## src/sv/bbrc_pkg.sv

```systemverilog
// Shared types and constants for the bracket balance range checker.
// Holds tree sizing, value types, opcodes, walk ids and the control/status structs.
package bbrc_pkg;

  localparam int MAX_LEN    = 1024;             // leaves of the tree, power of two
  localparam int LOG_LEN    = $clog2(MAX_LEN);
  localparam int NODE_W     = LOG_LEN + 1;      // node index width
  localparam int TREE_NODES = 2 * MAX_LEN;
  localparam int LEVELS     = LOG_LEN + 1;      // root through leaf
  localparam int LVL_W      = $clog2(LEVELS);
  localparam int POS_W      = 11;
  localparam int VAL_W      = 13;
  localparam int BAL_W      = 12;
  localparam int LEN_RESET  = 1024;

  typedef logic signed [VAL_W-1:0] val_t;

  localparam val_t STEP_UP = 13'sd2;
  localparam val_t STEP_DN = -13'sd2;

  typedef enum logic [1:0] {
    OP_LOAD  = 2'd0,
    OP_SET   = 2'd1,
    OP_QUERY = 2'd2,
    OP_NONE  = 2'd3
  } op_t;

  typedef enum logic [2:0] {
    W_LOAD   = 3'd0,
    W_SET    = 3'd1,
    W_BEFORE = 3'd2,
    W_ATR    = 3'd3,
    W_MIN    = 3'd4
  } walk_t;

  typedef struct packed {
    logic  clr_step;
    logic  latch;
    logic  load_commit;
    logic  brk_wr;
    logic  walk_start;
    walk_t walk;
    logic  eval_save;
    logic  cov_wr;
    logic  ret_min;
    logic  push_left;
    logic  push_right;
    logic  save_m;
    logic  fin_get;
    logic  pop;
    logic  kid_l;
    logic  kid_r;
    logic  fin_add;
    logic  capture;
    logic  zero_before;
    logic  zero_result;
  } cmd_t;

  typedef struct packed {
    logic clr_done;
    op_t  op;
    logic load_ok;
    logic set_ok;
    logic same_brk;
    logic query_ok;
    logic pos_one;
    logic is_add;
    logic disjoint;
    logic covered;
    logic need_left;
    logic need_right;
    logic ph;
    logic at_root;
  } sts_t;

  function automatic val_t val_min(val_t a, val_t b);
    return (a < b) ? a : b;
  endfunction

endpackage

```

## src/sv/bbrc_controller.sv

```systemverilog
// Controller: sequences clearing, item decode and the segment tree walks.
// Uses bbrc_pkg; issues cmd_t to bbrc_datapath and reads back sts_t.
module bbrc_controller
  import bbrc_pkg::*;
(
  input  logic clk,
  input  logic rst,
  input  logic start,
  input  sts_t sts,
  output cmd_t cmd,
  output logic busy,
  output logic result_valid
);

  typedef enum logic [13:0] {
    S_CLEAR   = 14'b00000000000001,
    S_IDLE    = 14'b00000000000010,
    S_DECODE  = 14'b00000000000100,
    S_SET_RD  = 14'b00000000001000,
    S_SET_CHK = 14'b00000000010000,
    S_WSTART  = 14'b00000000100000,
    S_ENTER   = 14'b00000001000000,
    S_EVAL    = 14'b00000010000000,
    S_RETURN  = 14'b00000100000000,
    S_RESUME  = 14'b00001000000000,
    S_KID_L   = 14'b00010000000000,
    S_KID_R   = 14'b00100000000000,
    S_FIN_ADD = 14'b01000000000000,
    S_REPORT  = 14'b10000000000000
  } state_t;

  state_t state, state_next;
  walk_t  walk, walk_next;

  assign busy         = state != S_IDLE;
  assign result_valid = state == S_REPORT;

  always_ff @(posedge clk) begin
    if (rst) begin
      state <= S_CLEAR;
      walk  <= W_LOAD;
    end else begin
      state <= state_next;
      walk  <= walk_next;
    end
  end

  always_comb begin
    cmd        = '0;
    cmd.walk   = walk;
    state_next = state;
    walk_next  = walk;
    unique case (state)
      S_CLEAR: begin
        cmd.clr_step = 1'b1;
        if (sts.clr_done) state_next = S_IDLE;
      end
      S_IDLE: begin
        if (start) begin
          cmd.latch  = 1'b1;
          state_next = S_DECODE;
        end
      end
      S_DECODE: begin
        case (sts.op)
          OP_LOAD: begin
            if (sts.load_ok) begin
              cmd.load_commit = 1'b1;
              walk_next       = W_LOAD;
              state_next      = S_WSTART;
            end else begin
              state_next = S_IDLE;
            end
          end
          OP_SET: state_next = sts.set_ok ? S_SET_RD : S_IDLE;
          OP_QUERY: begin
            if (!sts.query_ok) begin
              cmd.zero_result = 1'b1;
              state_next      = S_REPORT;
            end else if (sts.pos_one) begin
              cmd.zero_before = 1'b1;
              walk_next       = W_ATR;
              state_next      = S_WSTART;
            end else begin
              walk_next  = W_BEFORE;
              state_next = S_WSTART;
            end
          end
          default: state_next = S_IDLE;
        endcase
      end
      S_SET_RD: state_next = S_SET_CHK;
      S_SET_CHK: begin
        if (sts.same_brk) begin
          state_next = S_IDLE;
        end else begin
          cmd.brk_wr = 1'b1;
          walk_next  = W_SET;
          state_next = S_WSTART;
        end
      end
      S_WSTART: begin
        cmd.walk_start = 1'b1;
        state_next     = S_ENTER;
      end
      S_ENTER: state_next = S_EVAL;
      S_EVAL: begin
        cmd.eval_save = 1'b1;
        if (sts.is_add) begin
          if (sts.disjoint) begin
            state_next = S_RETURN;
          end else if (sts.covered) begin
            cmd.cov_wr = 1'b1;
            state_next = S_RETURN;
          end else begin
            cmd.push_left = 1'b1;
            state_next    = S_ENTER;
          end
        end else if (sts.covered) begin
          cmd.ret_min = 1'b1;
          state_next  = S_RETURN;
        end else begin
          // descend left when the range reaches into it, else right only
          cmd.push_left  = sts.need_left;
          cmd.push_right = !sts.need_left;
          state_next     = S_ENTER;
        end
      end
      S_RETURN: begin
        if (sts.at_root) begin
          cmd.capture = 1'b1;
          case (walk)
            W_BEFORE: begin
              walk_next  = W_ATR;
              state_next = S_WSTART;
            end
            W_ATR: begin
              walk_next  = W_MIN;
              state_next = S_WSTART;
            end
            W_MIN:   state_next = S_REPORT;
            default: state_next = S_IDLE;
          endcase
        end else begin
          cmd.pop    = 1'b1;
          state_next = S_RESUME;
        end
      end
      S_RESUME: begin
        if (sts.is_add) begin
          if (!sts.ph) begin
            cmd.push_right = 1'b1;
            state_next     = S_ENTER;
          end else begin
            state_next = S_KID_L;
          end
        end else if (!sts.ph && sts.need_right) begin
          cmd.save_m     = 1'b1;
          cmd.push_right = 1'b1;
          state_next     = S_ENTER;
        end else begin
          cmd.fin_get = 1'b1;
          state_next  = S_RETURN;
        end
      end
      S_KID_L: begin
        cmd.kid_l  = 1'b1;
        state_next = S_KID_R;
      end
      S_KID_R: begin
        cmd.kid_r  = 1'b1;
        state_next = S_FIN_ADD;
      end
      S_FIN_ADD: begin
        cmd.fin_add = 1'b1;
        state_next  = S_RETURN;
      end
      S_REPORT: state_next = S_IDLE;
      default:  state_next = S_IDLE;
    endcase
  end

`ifndef SYNTH
  a_strobe_one: assert property (@(posedge clk) disable iff (rst)
    result_valid |=> !result_valid) else $error("result strobe held");
  a_busy_after_rst: assert property (@(posedge clk) disable iff (rst)
    $past(rst) |-> busy) else $error("idle right after reset");
  a_cov_wr: assert property (@(posedge clk) disable iff (rst)
    cmd.cov_wr |-> (sts.covered && sts.is_add)) else $error("bad covered write");
`endif

endmodule

```

## config.mk

```make
export PLATFORM = sky130hd
export DESIGN_NAME = bbrc_controller
export DESIGN_NICKNAME = d
export VERILOG_FILES = /design/src/sv/bbrc_pkg.sv /design/src/sv/bbrc_controller.sv
export SDC_FILE = /design/constraint.sdc
export NUM_CORES = 1
export LEC_CHECK = 0
export BUFFER_PORTS_ARGS = -buffer_cell sky130_fd_sc_hd__buf_2
export CORE_AREA = 3 3 61 63
export CTS_BUF_LIST = sky130_fd_sc_hd__clkbuf_4 sky130_fd_sc_hd__clkbuf_8
export DETAILED_ROUTE_END_ITERATION = 8
export DIE_AREA = 0 0 64 66
export GPL_ROUTABILITY_DRIVEN = 1
export PLACE_DENSITY = 0.66
export SETUP_SLACK_MARGIN = 0.05
export SYNTH_ARGS = -nofsm -noshare
export SYNTH_HDL_FRONTEND = slang
export SYNTH_SLANG_ARGS = --single-unit
```

## constraint.sdc

```tcl
create_clock -name clk -period 3.2 [get_ports clk]
set_clock_uncertainty 0.05 [all_clocks]
set_input_delay 0.16 -clock clk [delete_from_list [all_inputs] [get_ports clk]]
set_output_delay 0.16 -clock clk [all_outputs]
set_load 0.1 [all_outputs]
```

==> results.md <==
Timing:
- The achievable clock frequency is 334 MHz.
- Of the available clock period, the critical path in the final layout requires 93.6%.
- Adding up every negative setup slack in the final design gives 0 ns.
- The worst slew margin relative to its limit is 58.9%.
- The max-slew violation total from the final report is 0.
- The final number of setup-violating endpoints is 0.
- The number of hold-slack violations in the final timing report was 0.
- Counting I/O delays and the setup requirement, the final critical path takes 3.00 ns.
- Setup repair after global routing left no endpoint under its margin.
- At the pin with the least slew margin, the transition time is 0.611 ns.
- Hold is met by 0.0270 ns.

Logic synthesis:
- The gate count of the mapped netlist is 169.
- The synthesized netlist contains 47 unique library cells.
- The area of the mapped netlist is 1290 um2.
- In this run the mean area of a mapped cell was 7.63 um2.
- The fraction of synthesis flops using an asynchronous set or reset pin is 0%.
- In this run, synthesis inferred 0 flip-flops with an integrated enable.
- Synthesis inferred 17 register bits.
- Among all flip-flop cells after synthesis, the most frequent one is sky130_fd_sc_hd__dfxtp_1.
- The share of synthesized area occupied by flip-flops and latches is 26.4%.
- The number of synthesis warnings is 0.
- The post-synth net total is 187.

Route:
- The count of routing violations after the opening detailed-route iteration is 69.
- The post-detailed-route DRC marker count is 0.
- The average via count per standard cell is 5.71.
- The overall routed net length is 3.46 mm.
- The total number of vias is 1434.
- Dividing the detail-routed wire length by the instance count gives 13.8 um.
- For this run, the detailed router's first-pass iteration total came to 4.
- The remaining number of nets flagged by the antenna check after routing is 0.

Critical path:
- The number of cells on the worst reg-to-reg path is 5.
- Data arrives at the worst endpoint at 2.79 ns.
- The kind of cell with the highest combined delay along the critical path is simple AND/OR/NAND/NOR gates.
- The highest fanout seen on the critical path is 9.
- The worst setup path is launched from a register.
- The critical path start-end classification is reg -> out.
- STA classifies the critical path endpoint as an output pin.
- For this design, the slowest cell found on the critical path is sky130_fd_sc_hd__or4_1.
- The critical path crosses 6 cells after its start point.
- On the worst path, the slowest cell contributes a delay of 0.68 ns.
- The buffer and inverter count on the worst path is 2.
- The library cell appearing most often on the critical path is sky130_fd_sc_hd__or4_1.
- The critical path goes through or4_1, or4_1, inv_2, nand2_1, nor2_4, buf_2.
- The required arrival time at the worst endpoint is 2.99 ns.
- The start point of the critical path is state[2].
- The beginning of the worst register-to-register path is state[2].

Worst hold path:
- The worst hold path passes through 2 cells.
- The min-delay analysis places its worst path in the category in -> reg.
- The startpoint identified for the worst hold timing path is sts[13].

Power:
- The switching part of the total power is 31.7%.
- The leakage dissipation is 0.694 nW.
- The switching component of the power is 0.000139 W.
- The internal power of the cells totals 0.000300 W.
- In this run, the combinational gates consume 21.3% of the power.
- The cell area power density is 273 nW/um2.
- VDD sags by at most 0.000178 V.
- Of the total power, registers draw 49.7%.
- The clock share of power is 29.0%.

GRT:
- Global routing used 16.9% of the available tracks across all layers.
- Entering global routing, the biggest net connects 12 pins.
- In the global route stage, met1 resource usage came out at 21.1%.
- Summed over all layers, the global routing overflow is 0.
- The met3 track demand over resource is 3.91%.
- The layer carrying the most global-route usage is met2.
- Global routing consumed, on the met2 layer, 29.0% of the routing resources.
- The first global-routing pass estimated 5.60 mm of wire.
- The initial antenna violation count came to 0.
- The via count of the first global-routing pass came to 1230.

Floorplanning:
- The die height is 66 um.
- Once the floorplan was initialized, standard cells occupied 39.2% of the core.
- For this design the top-level I/O count stands at 42.
- From left edge to right edge, the die measures 64 um.
- The number of rows created at floorplan is 21.
- The floorplan step defined a core boundary enclosing 3280 um2.
- The die covers 4220 um2.

Finish:
- Summing all non-filler instances in the final layout gives an area of 1610 um2.
- The net total in the final layout is 224.
- The count of placed standard cells in the final layout, fillers left out is 251.
- The number of inserted diodes is 0.
- The area growth from synthesis to layout is 24.9%.
- The post-route netlist has 32.2% of its cells at a drive strength greater than 1.

Placement:
- In this run the cell area measured after placement is 1570 um2.
- The count of buffers added on input and output ports is 41.
- The half-perimeter wire length after detailed placement is 2.78 mm.
- The number of instances in the placed design is 247.
- Routability-driven placement finished with a final weighted congestion of 0.829.

Clocking:
- The CTS tree is built.
- Buffers inserted to repair hold after CTS numbered 0.
- For the worst-skew pair, the clock arrives at the later sink with an insertion delay of 0.29 ns.
- The CTS buffer count is 3.
- Counting along the longest clock path gives a buffer depth of 2.
- The number of levels in the clock H-tree is 1.
- The total clock sinks is 17.
- The clock-pin slew on the worst setup and hold paths is 0.10 ns.
- The buffer type at the clock tree root is sky130_fd_sc_hd__clkbuf_4.
- In this run the post-CTS setup repair buffer count came out at 0.

Job:
- The max capacitance violation total is 0.

Run status:
- The run finished with clean final reports.
-- layout make-up --
class                           count  area (um2)
Clock buffer                        4        30.0
Fill cell                         342        1680
Inverter                            8        30.0
Multi-Input combinational cell    133         926
Sequential cell                    17         340
Tap cell                           46        57.6
Timing Repair Buffer               43         225
-- cells by family (layout without fill, tap and decap cells) --
kind of cell	Yosys count	in the layout	share of synthesized area [%]
and+or+nand+nor	98	98	47.4
DFF	17	17	26.4
xor gates and xnor gates	3	3	2.04
AOI/OAI and AO/OA	32	32	17.3
buffers and inverters	19	55	6.89
-- sequential cells by signal, summed over array words and instances (netlist names) --
signal / count
walk: 3
state: 14
-- worst paths after layout --
| path | slack [ns] | to |
|---|---|---|
| setup reg to reg | 0.72 | walk[2] |
| setup / recovery | 0.20 | cmd[11] |
| hold reg to reg | 0.46 | walk[2] |
| hold / removal | 0.03 | state[3] |
-- cell usage in the layout (no fill, tap or decap), types with 2 or more instances in the layout --
cell type,instances
sky130_fd_sc_hd__or3_1,2
sky130_fd_sc_hd__buf_2,39
sky130_fd_sc_hd__a211oi_2,2
sky130_fd_sc_hd__or2_2,2
sky130_fd_sc_hd__nor3b_1,2
sky130_fd_sc_hd__or4b_2,2
sky130_fd_sc_hd__o31ai_1,3
sky130_fd_sc_hd__a211oi_1,3
sky130_fd_sc_hd__nor3_1,8
sky130_fd_sc_hd__buf_4,3
sky130_fd_sc_hd__nand2b_1,6
sky130_fd_sc_hd__and3b_1,2
sky130_fd_sc_hd__nand2_1,7
sky130_fd_sc_hd__nand3_1,4
sky130_fd_sc_hd__a31oi_1,4
sky130_fd_sc_hd__nor4_1,6
sky130_fd_sc_hd__nor2b_1,2
sky130_fd_sc_hd__a21oi_1,6
sky130_fd_sc_hd__and3_1,3
sky130_fd_sc_hd__nor4b_1,3
sky130_fd_sc_hd__nand4_1,7
sky130_fd_sc_hd__and4_1,3
sky130_fd_sc_hd__inv_1,7
sky130_fd_sc_hd__o21ai_0,4
sky130_fd_sc_hd__clkbuf_4,5
sky130_fd_sc_hd__nor4_2,3
sky130_fd_sc_hd__or4_1,6
sky130_fd_sc_hd__nor4b_2,2
sky130_fd_sc_hd__dfxtp_1,17
sky130_fd_sc_hd__and2_1,4
sky130_fd_sc_hd__nor2_1,16
sky130_fd_sc_hd__nand3b_1,2
sky130_fd_sc_hd__xor2_1,2
-- per-stage QoR --
| stage | power [W] | utilization, % | worst slack, ns |
|---|---|---|---|
| after floorplan | 0.000288 | - | -0.380 |
| after global placement | 0.000316 | 47.7 | 0.412 |
| after detailed placement | 0.000316 | 47.7 | 0.342 |
| after CTS | 0.000443 | 48.7 | 0.139 |
| after global routing | 0.000461 | 49.0 | 0.0576 |
| final | 0.000440 | 49.0 | 0.203 |
-- power groups by stage --
| stage | Sequential, W | Clock (W) | Combinational (W) |
|---|---|---|---|
| after floorplan | 0.000223 | 0 | 0.0000651 |
| after global placement | 0.000223 | 0 | 0.0000935 |
| after detailed placement | 0.000223 | 0 | 0.0000931 |
| after CTS | 0.000218 | 0.000131 | 0.0000933 |
| after global routing | 0.000219 | 0.000140 | 0.000102 |
| final | 0.000218 | 0.000128 | 0.0000935 |
-- cell usage after synthesis (all sizes together), types with 2 or more instances --
| library cell | n | area, um2 |
|---|---|---|
| or2 | 2 | 12.5 |
| clkbuf | 5 | 18.8 |
| o31ai | 3 | 22.5 |
| or4 | 6 | 45.0 |
| dfxtp | 17 | 340 |
| buf | 6 | 40.0 |
| o21ai | 4 | 20.0 |
| nor2 | 18 | 67.6 |
| nand3 | 4 | 20.0 |
| nor3b | 3 | 22.5 |
| or3 | 2 | 12.5 |
| inv | 8 | 30.0 |
| nand3b | 2 | 15.0 |
| or4b | 2 | 20.0 |
| and2 | 4 | 25.0 |
| nand4 | 7 | 43.8 |
| and4 | 3 | 26.3 |
| a21oi | 6 | 30.0 |
| nor3 | 9 | 45.0 |
| xor2 | 2 | 17.5 |
| and3b | 2 | 17.5 |
| a31oi | 4 | 25.0 |
| and3 | 3 | 18.8 |
| nor4 | 10 | 83.8 |
| nand2 | 7 | 26.3 |
| nand2b | 6 | 37.5 |
| a211oi | 5 | 42.5 |
| nor4b | 6 | 58.8 |
| nor2b | 2 | 12.5 |
-- layer usage --
| metal | share of wire (%) | up-vias |
|---|---|---|
| li1 | - | 716 |
| met1 | 46 | 681 |
| met2 | 47 | 35 |
| met3 | 5.7 | 2 |
| met4 | 0.61 | 0 |
| met5 | 0 | - |
-- timing repair --
action | CTS | global route
resized for setup | 1 | 2
cloned | 0 | 0
pin swaps | 0 | 0
endpoints found under the setup margin | 1 | 2
(Power assumes the default switching activity.)
